File: src/sipq_pkg.sv
// Package: defaults, field widths and codes for the sorted-insert priority queue.
`timescale 1ns / 1ps
package sipq_pkg;
    localparam int CAPACITY_DEF     = 16;
    localparam int PAYLOAD_BITS_DEF = 8;

    localparam int PRIO_W    = 16;
    localparam int PAYLOAD_W = 8;
    localparam int STATUS_W  = 2;
    localparam int COUNT_W   = 5;

    localparam logic OP_ENQ = 1'b0;
    localparam logic OP_DEQ = 1'b1;

    localparam logic [STATUS_W-1:0] ST_DONE  = 2'd0;
    localparam logic [STATUS_W-1:0] ST_FULL  = 2'd1;
    localparam logic [STATUS_W-1:0] ST_EMPTY = 2'd2;
endpackage

File: src/sipq_ram.sv
// Generic single-write, single-read RAM with registered read data.
`timescale 1ns / 1ps
module sipq_ram #(
    parameter int WIDTH = 8,
    parameter int DEPTH = 16
) (
    input  logic                     i_clk,
    input  logic                     i_we,
    input  logic [$clog2(DEPTH)-1:0] i_waddr,
    input  logic [WIDTH-1:0]         i_wdata,
    input  logic [$clog2(DEPTH)-1:0] i_raddr,
    output logic [WIDTH-1:0]         o_rdata
);
    logic [WIDTH-1:0] r_mem [DEPTH];

    always_ff @(posedge i_clk) begin
        if (i_we) begin
            r_mem[i_waddr] <= i_wdata;
        end
        o_rdata <= r_mem[i_raddr];
    end
endmodule

File: src/sorted_insert_priority_queue.sv
// Top level: bounded priority queue kept sorted in a RAM, one compare unit.
//
//  channel  | dir | tdata (low bit up)                       | tuser
//  s_axis   | in  | prio[15:0], payload[23:16]               | op
//  m_axis   | out | prio[15:0], payload[23:16], count[28:24] | status
//
// One item at a time; ready only when idle.
// A rejected item goes straight to the output register; a dequeue reads the head entry, then
// presents it; an enqueue walks from the tail, reading and comparing one stored entry at a
// time and moving it up while its priority is higher, then writes the new item; the pace is
// set by the one-read-port RAM (registered read) and the single priority comparator.
// Entries live in a ring addressed from a head pointer. Reset clears the head pointer and count.
// A stalled result holds in the output register until taken.
`timescale 1ns / 1ps
module sorted_insert_priority_queue #(
    parameter int CAPACITY     = sipq_pkg::CAPACITY_DEF,
    parameter int PAYLOAD_BITS = sipq_pkg::PAYLOAD_BITS_DEF
) (
    input  logic        i_clk,
    input  logic        i_rst_n,
    input  logic        i_s_axis_tvalid,
    output logic        o_s_axis_tready,
    input  logic [23:0] i_s_axis_tdata,   // prio[15:0], payload[23:16]
    input  logic        i_s_axis_tuser,   // op
    output logic        o_m_axis_tvalid,
    input  logic        i_m_axis_tready,
    output logic [31:0] o_m_axis_tdata,   // prio[15:0], payload[23:16], count[28:24], zero pad
    output logic [1:0]  o_m_axis_tuser    // status
);
    localparam int AW = $clog2(CAPACITY);
    localparam int CW = $clog2(CAPACITY + 1);
    localparam int PW = sipq_pkg::PRIO_W;
    localparam int EW = PW + PAYLOAD_BITS;

    typedef enum logic [2:0] {
        S_IDLE, S_RD, S_CMP, S_PUT, S_DEQ, S_OUT
    } t_state;

    t_state r_state, n_state;
    logic [AW-1:0] r_head, n_head;
    logic [CW-1:0] r_count, n_count;
    logic [AW-1:0] r_idx, n_idx;
    logic [PW-1:0] r_prio, n_prio;
    logic [PAYLOAD_BITS-1:0] r_pay, n_pay;
    logic [PW-1:0] r_out_prio, n_out_prio;
    logic [PAYLOAD_BITS-1:0] r_out_pay, n_out_pay;
    logic [sipq_pkg::STATUS_W-1:0] r_out_st, n_out_st;

    logic          we;
    logic [AW-1:0] waddr, raddr;
    logic [EW-1:0] wdata, rdata;
    logic [PW-1:0] rd_prio;
    logic          accept;

    function automatic logic [AW-1:0] phys(input logic [AW-1:0] head, input logic [AW-1:0] idx);
        logic [AW:0] sum;
        sum = {1'b0, head} + {1'b0, idx};
        if (sum >= (AW+1)'(CAPACITY)) begin
            sum = sum - (AW+1)'(CAPACITY);
        end
        return sum[AW-1:0];
    endfunction

    sipq_ram #(.WIDTH(EW), .DEPTH(CAPACITY)) u_ram (
        .i_clk   (i_clk),
        .i_we    (we),
        .i_waddr (waddr),
        .i_wdata (wdata),
        .i_raddr (raddr),
        .o_rdata (rdata)
    );

    assign rd_prio = rdata[EW-1 -: PW];
    assign accept  = i_s_axis_tvalid && o_s_axis_tready;
    assign raddr   = (r_state == S_RD) ? phys(r_head, r_idx - AW'(1)) : r_head;

    always_comb begin
        n_state    = r_state;
        n_head     = r_head;
        n_count    = r_count;
        n_idx      = r_idx;
        n_prio     = r_prio;
        n_pay      = r_pay;
        n_out_prio = r_out_prio;
        n_out_pay  = r_out_pay;
        n_out_st   = r_out_st;
        we         = 1'b0;
        waddr      = phys(r_head, r_idx);
        wdata      = {r_prio, r_pay};
        unique case (r_state)
            S_IDLE: begin
                if (accept) begin
                    n_prio     = i_s_axis_tdata[PW-1:0];
                    n_pay      = PAYLOAD_BITS'(i_s_axis_tdata[23:16]);
                    n_out_prio = '0;
                    n_out_pay  = '0;
                    n_out_st   = sipq_pkg::ST_DONE;
                    n_idx      = AW'(r_count);
                    if (i_s_axis_tuser == sipq_pkg::OP_ENQ) begin
                        if (r_count == CW'(CAPACITY)) begin
                            n_out_st = sipq_pkg::ST_FULL;
                            n_state  = S_OUT;
                        end else if (r_count == '0) begin
                            n_state = S_PUT;
                        end else begin
                            n_state = S_RD;
                        end
                    end else if (r_count == '0) begin
                        n_out_st = sipq_pkg::ST_EMPTY;
                        n_state  = S_OUT;
                    end else begin
                        n_state = S_DEQ;
                    end
                end
            end
            S_RD: n_state = S_CMP;
            S_CMP: begin
                if (rd_prio > r_prio) begin
                    we    = 1'b1;
                    wdata = rdata;
                    n_idx = r_idx - AW'(1);
                    n_state = (r_idx == AW'(1)) ? S_PUT : S_RD;
                end else begin
                    n_state = S_PUT;
                end
            end
            S_PUT: begin
                we      = 1'b1;
                n_count = r_count + CW'(1);
                n_state = S_OUT;
            end
            S_DEQ: begin
                n_out_prio = rd_prio;
                n_out_pay  = rdata[PAYLOAD_BITS-1:0];
                n_head     = (r_head == AW'(CAPACITY - 1)) ? '0 : r_head + AW'(1);
                n_count    = r_count - CW'(1);
                n_state    = S_OUT;
            end
            S_OUT: begin
                if (i_m_axis_tready) begin
                    n_state = S_IDLE;
                end
            end
            default: n_state = S_IDLE;
        endcase
    end

    always_ff @(posedge i_clk) begin
        if (!i_rst_n) begin
            r_state <= S_IDLE;
            r_head  <= '0;
            r_count <= '0;
        end else begin
            r_state <= n_state;
            r_head  <= n_head;
            r_count <= n_count;
        end
        r_idx      <= n_idx;
        r_prio     <= n_prio;
        r_pay      <= n_pay;
        r_out_prio <= n_out_prio;
        r_out_pay  <= n_out_pay;
        r_out_st   <= n_out_st;
    end

    assign o_s_axis_tready = (r_state == S_IDLE);
    assign o_m_axis_tvalid = (r_state == S_OUT);
    assign o_m_axis_tdata  = {3'b000, sipq_pkg::COUNT_W'(r_count),
                              sipq_pkg::PAYLOAD_W'(r_out_pay), r_out_prio};
    assign o_m_axis_tuser  = r_out_st;
endmodule

File: config.mk
export PLATFORM = sky130hd
export DESIGN_NAME = sorted_insert_priority_queue
export DESIGN_NICKNAME = d
export VERILOG_FILES = /design/src/sipq_pkg.sv /design/src/sipq_ram.sv /design/src/sorted_insert_priority_queue.sv
export SDC_FILE = /design/constraint.sdc
export NUM_CORES = 1
export LEC_CHECK = 0
export BUFFER_PORTS_ARGS = -buffer_cell sky130_fd_sc_hd__clkbuf_2
export CORE_UTILIZATION = 47
export DETAILED_ROUTE_END_ITERATION = 6
export SYNTH_ARGS = -nofsm -noshare
export SYNTH_HDL_FRONTEND = slang
export SYNTH_SLANG_ARGS = --single-unit
File: constraint.sdc
create_clock -name i_clk -period 10.91 [get_ports i_clk]
set_input_delay 2.182 -clock i_clk [delete_from_list [all_inputs] [get_ports i_clk]]
set_output_delay 2.182 -clock i_clk [all_outputs]
set_load 0.02 [all_outputs]
==> impl_metrics.tcl <==
set metrics [dict create \
    status "completed" \
    clock_latency_ns 0.57 \
    start_util 0.480 \
    pin_count 65 \
    postCtsHoldBufs 0 \
    synth-adder-area-share 0.0214 \
    syn_area_per_cell_um2 14.1 \
    grt_antenna_before_repair 1 \
    ys_types 62 \
    maxCapViolations 0 \
    setup_tns_ns 0 \
    hold_path_depth 2 \
    vias_per_cell 5.75 \
    htreeDepth 2 \
    dp_hpwl_um 24800 \
    power.share.clock 0.271 \
    path_max_fanout 72 \
    synth_simple_gate_area_share 0.0980 \
    power_frac_comb 0.314 \
    skew_ns 0.0204 \
    synth-seq-cells 474 \
    synth_compound_area_frac 0.0865 \
    hold_violations 0 \
    clock_path_buffers 3 \
    clkSinkCount 474 \
    diodes 0 \
    cts_setup_buffers 0 \
    mostFrequentLayoutCells "438 x edfxtp_1, 258 x nand2_1, 130 x a21oi_1, 61 x clkbuf_2, 49 x nand3_1" \
    critPathCaptureType "flip-flop" \
    post_dp_cell_area_um2 20100 \
    cts_buffers 48 \
    ys_seq_area_frac 0.723 \
    fillers 3234 \
    clk_pin_slew_ns 0.06 \
    start_kind "flip-flop" \
    async_reset_ff_frac 0 \
    io_buffers 61 \
    drt_iter0_drc 976 \
    die_h_um 204 \
    drcViolationCount 0 \
    cp.arrival_ns 4.54 \
    crit_top_cell "buf_4" \
    holdPathEnd "r_count[2]" \
    p_per_area_nw_per_um2 280 \
    first_global_vias 11000 \
    chipWidth_um 204 \
    timing.final.ws_setup_ns 6.85 \
    setup_viol 0 \
    ir_drop_mv 0.178 \
    cp_slowest_stage_delay_ns 0.96 \
    nets 1479 \
    hold_path_class "flip-flop to flip-flop" \
    rsz0062_at_grt "false" \
    r2r-end "u_ram.o_rdata[10]" \
    final_core_util 0.540 \
    p_seq_frac 0.415 \
    relSlewSlack 0.206 \
    crit_chain "nor3b_2 -> mux2i_4 -> buf_4 -> buf_4 -> nand2_1 -> a32oi_1 -> nand4_1 -> o21ai_1" \
    synthesis.area_um2 19200 \
    min_period_ns 4.06 \
    cts_resized 0 \
    r2r_slack_ns 6.85 \
    place.gp.congestion 0.776 \
    grtUsageTotal 0.218 \
    hp-start "r_count[2]" \
    dieArea_um2 41600 \
    synthToLayoutAreaGrowth_pct 12.7 \
    core-area_um2 40000 \
    p_int_uw 3920 \
    avgRoutedWirePerCell_um 22.5 \
    grt_pass1_wl_um 67600 \
    required_ns 11.40 \
    synthCells 1365 \
    clock.fmax_ghz 0.247 \
    worstSetupPathType "flip-flop to flip-flop" \
    design_area_um2 21600 \
    synth_xor_area_frac 0.00593 \
    synth_mux_area_frac 0.0365 \
    tightest_slew_ns 1.17 \
    place_ws_ns 6.94 \
    netSwitchingFraction 0.352 \
    synth_edf_count 438 \
    cts_tree "built" \
    regToRegStartpoint "r_state[0]" \
    worstRegToRegCells 8 \
    synth_top_family_by_area "simple AND/OR/NAND/NOR gates" \
    layout_commonest_cell "edfxtp_1" \
    switchingPower_uw 2130 \
    crit_family "buffers and inverters" \
    slew_violations 0 \
    hold_slack_ns 0.545 \
    drt_pass1_iterations 5 \
    routed_wl_um 44500 \
    overflow 0 \
    ant_nets 0 \
    p_leak_uw 0.00752 \
    vias 11400 \
    rows 73 \
    period_share 0.372 \
    cp_slowest_cell "nor3b_2" \
    drive_gt1_frac 0.151 \
    grt_max_degree 74 \
    ys_warn_count 0 \
    clockRootBuffer "clkbuf_16" \
    synth_ff_type "edfxtp_1" \
    critical_path_buf_inv_count 2 \
]
area by class of cell:
type | instances | area (µm²) | share of cell area
Clock inverter | 25 | 287 | 0.0133
Clock buffer | 63 | 1280 | 0.0591
Sequential cell | 474 | 13900 | 0.642
Timing Repair Buffer | 86 | 493 | 0.0228
Inverter | 25 | 93.8 | 0.00434
Multi-Input combinational cell | 784 | 4940 | 0.228
Tap cell | 525 | 657 | 0.0304
power by group through the flow:
| stage | clock (µW) | sequential, µW | combinational, µW |
|---|---|---|---|
| floorplan | 0 | 2530 | 1290 |
| global placement | 0 | 2540 | 1860 |
| detailed placement | 0 | 2540 | 1900 |
| CTS | 1660 | 2510 | 1910 |
| global route | 1730 | 2520 | 2100 |
| finish | 1640 | 2510 | 1900 |
registers in the layout, indices dropped and copies added (netlist names):
name / flops
r_out_pay: 8
r_head: 4
r_prio: 16
u_ram.r_mem: 384
u_ram.o_rdata: 24
r_out_prio: 16
r_state: 3
o_m_axis_tuser: 2
r_pay: 8
r_idx: 4
r_count: 5
metrics by stage:
step,instances,power (µW)
after floorplan,1367,3820
after global placement,1894,4400
after detailed placement,1894,4440
after CTS,1982,6080
after global routing,1982,6360
final,1982,6050
kinds of logic after synthesis:
family	Yosys count
compound gates	262
flops	474
simple gates	416
buf+inv	109
xor+xnor	13
other cells	1
mux	59
fa+ha+maj	31
cell usage after synthesis, types with 28 or more instances:
master / count / share of area
ha_1: 28 / 0.018
a21oi_1: 130 / 0.034
nand2_1: 258 / 0.050
edfxtp_1: 438 / 0.69
clkbuf_1: 44 / 0.0086
nand3_1: 49 / 0.013
dfxtp_1: 36 / 0.038
mux2i_1: 30 / 0.016
metal layers:
| metal | routed length [µm] | vias to the layer above | part of all wire | global-route usage |
|---|---|---|---|---|
| li1 | - | 5254 | - | - |
| met1 | 19900 | 5711 | 0.45 | 0.307 |
| met2 | 21100 | 355 | 0.47 | 0.352 |
| met3 | 2710 | 71 | 0.061 | 0.0378 |
| met4 | 764 | 2 | 0.017 | 0.0536 |
| met5 | 17 | - | 0.00038 | 0 |
tightest hold or removal path: cells and delay by family, from the launching register on:
kind / cells / cell delay [ns]
flops: 1 / 0.35
compound gates: 1 / 0.07
simple gates: 1 / 0.08
how the worst max path moves through the flow:
stage / startpoint / to / slack [ns] / cells after the start
after floorplan: r_prio[6] / u_ram.r_mem[0][0] / 6.44 / 9
after global placement: r_state[0] / u_ram.o_rdata[15] / 7.03 / 8
after detailed placement: r_state[0] / u_ram.o_rdata[11] / 6.94 / 8
after CTS: r_state[0] / u_ram.o_rdata[20] / 6.89 / 8
after global routing: r_state[0] / u_ram.o_rdata[10] / 6.53 / 8
final: r_state[0] / u_ram.o_rdata[10] / 6.85 / 8
Note: power is estimated with default switching activity, not from simulation.
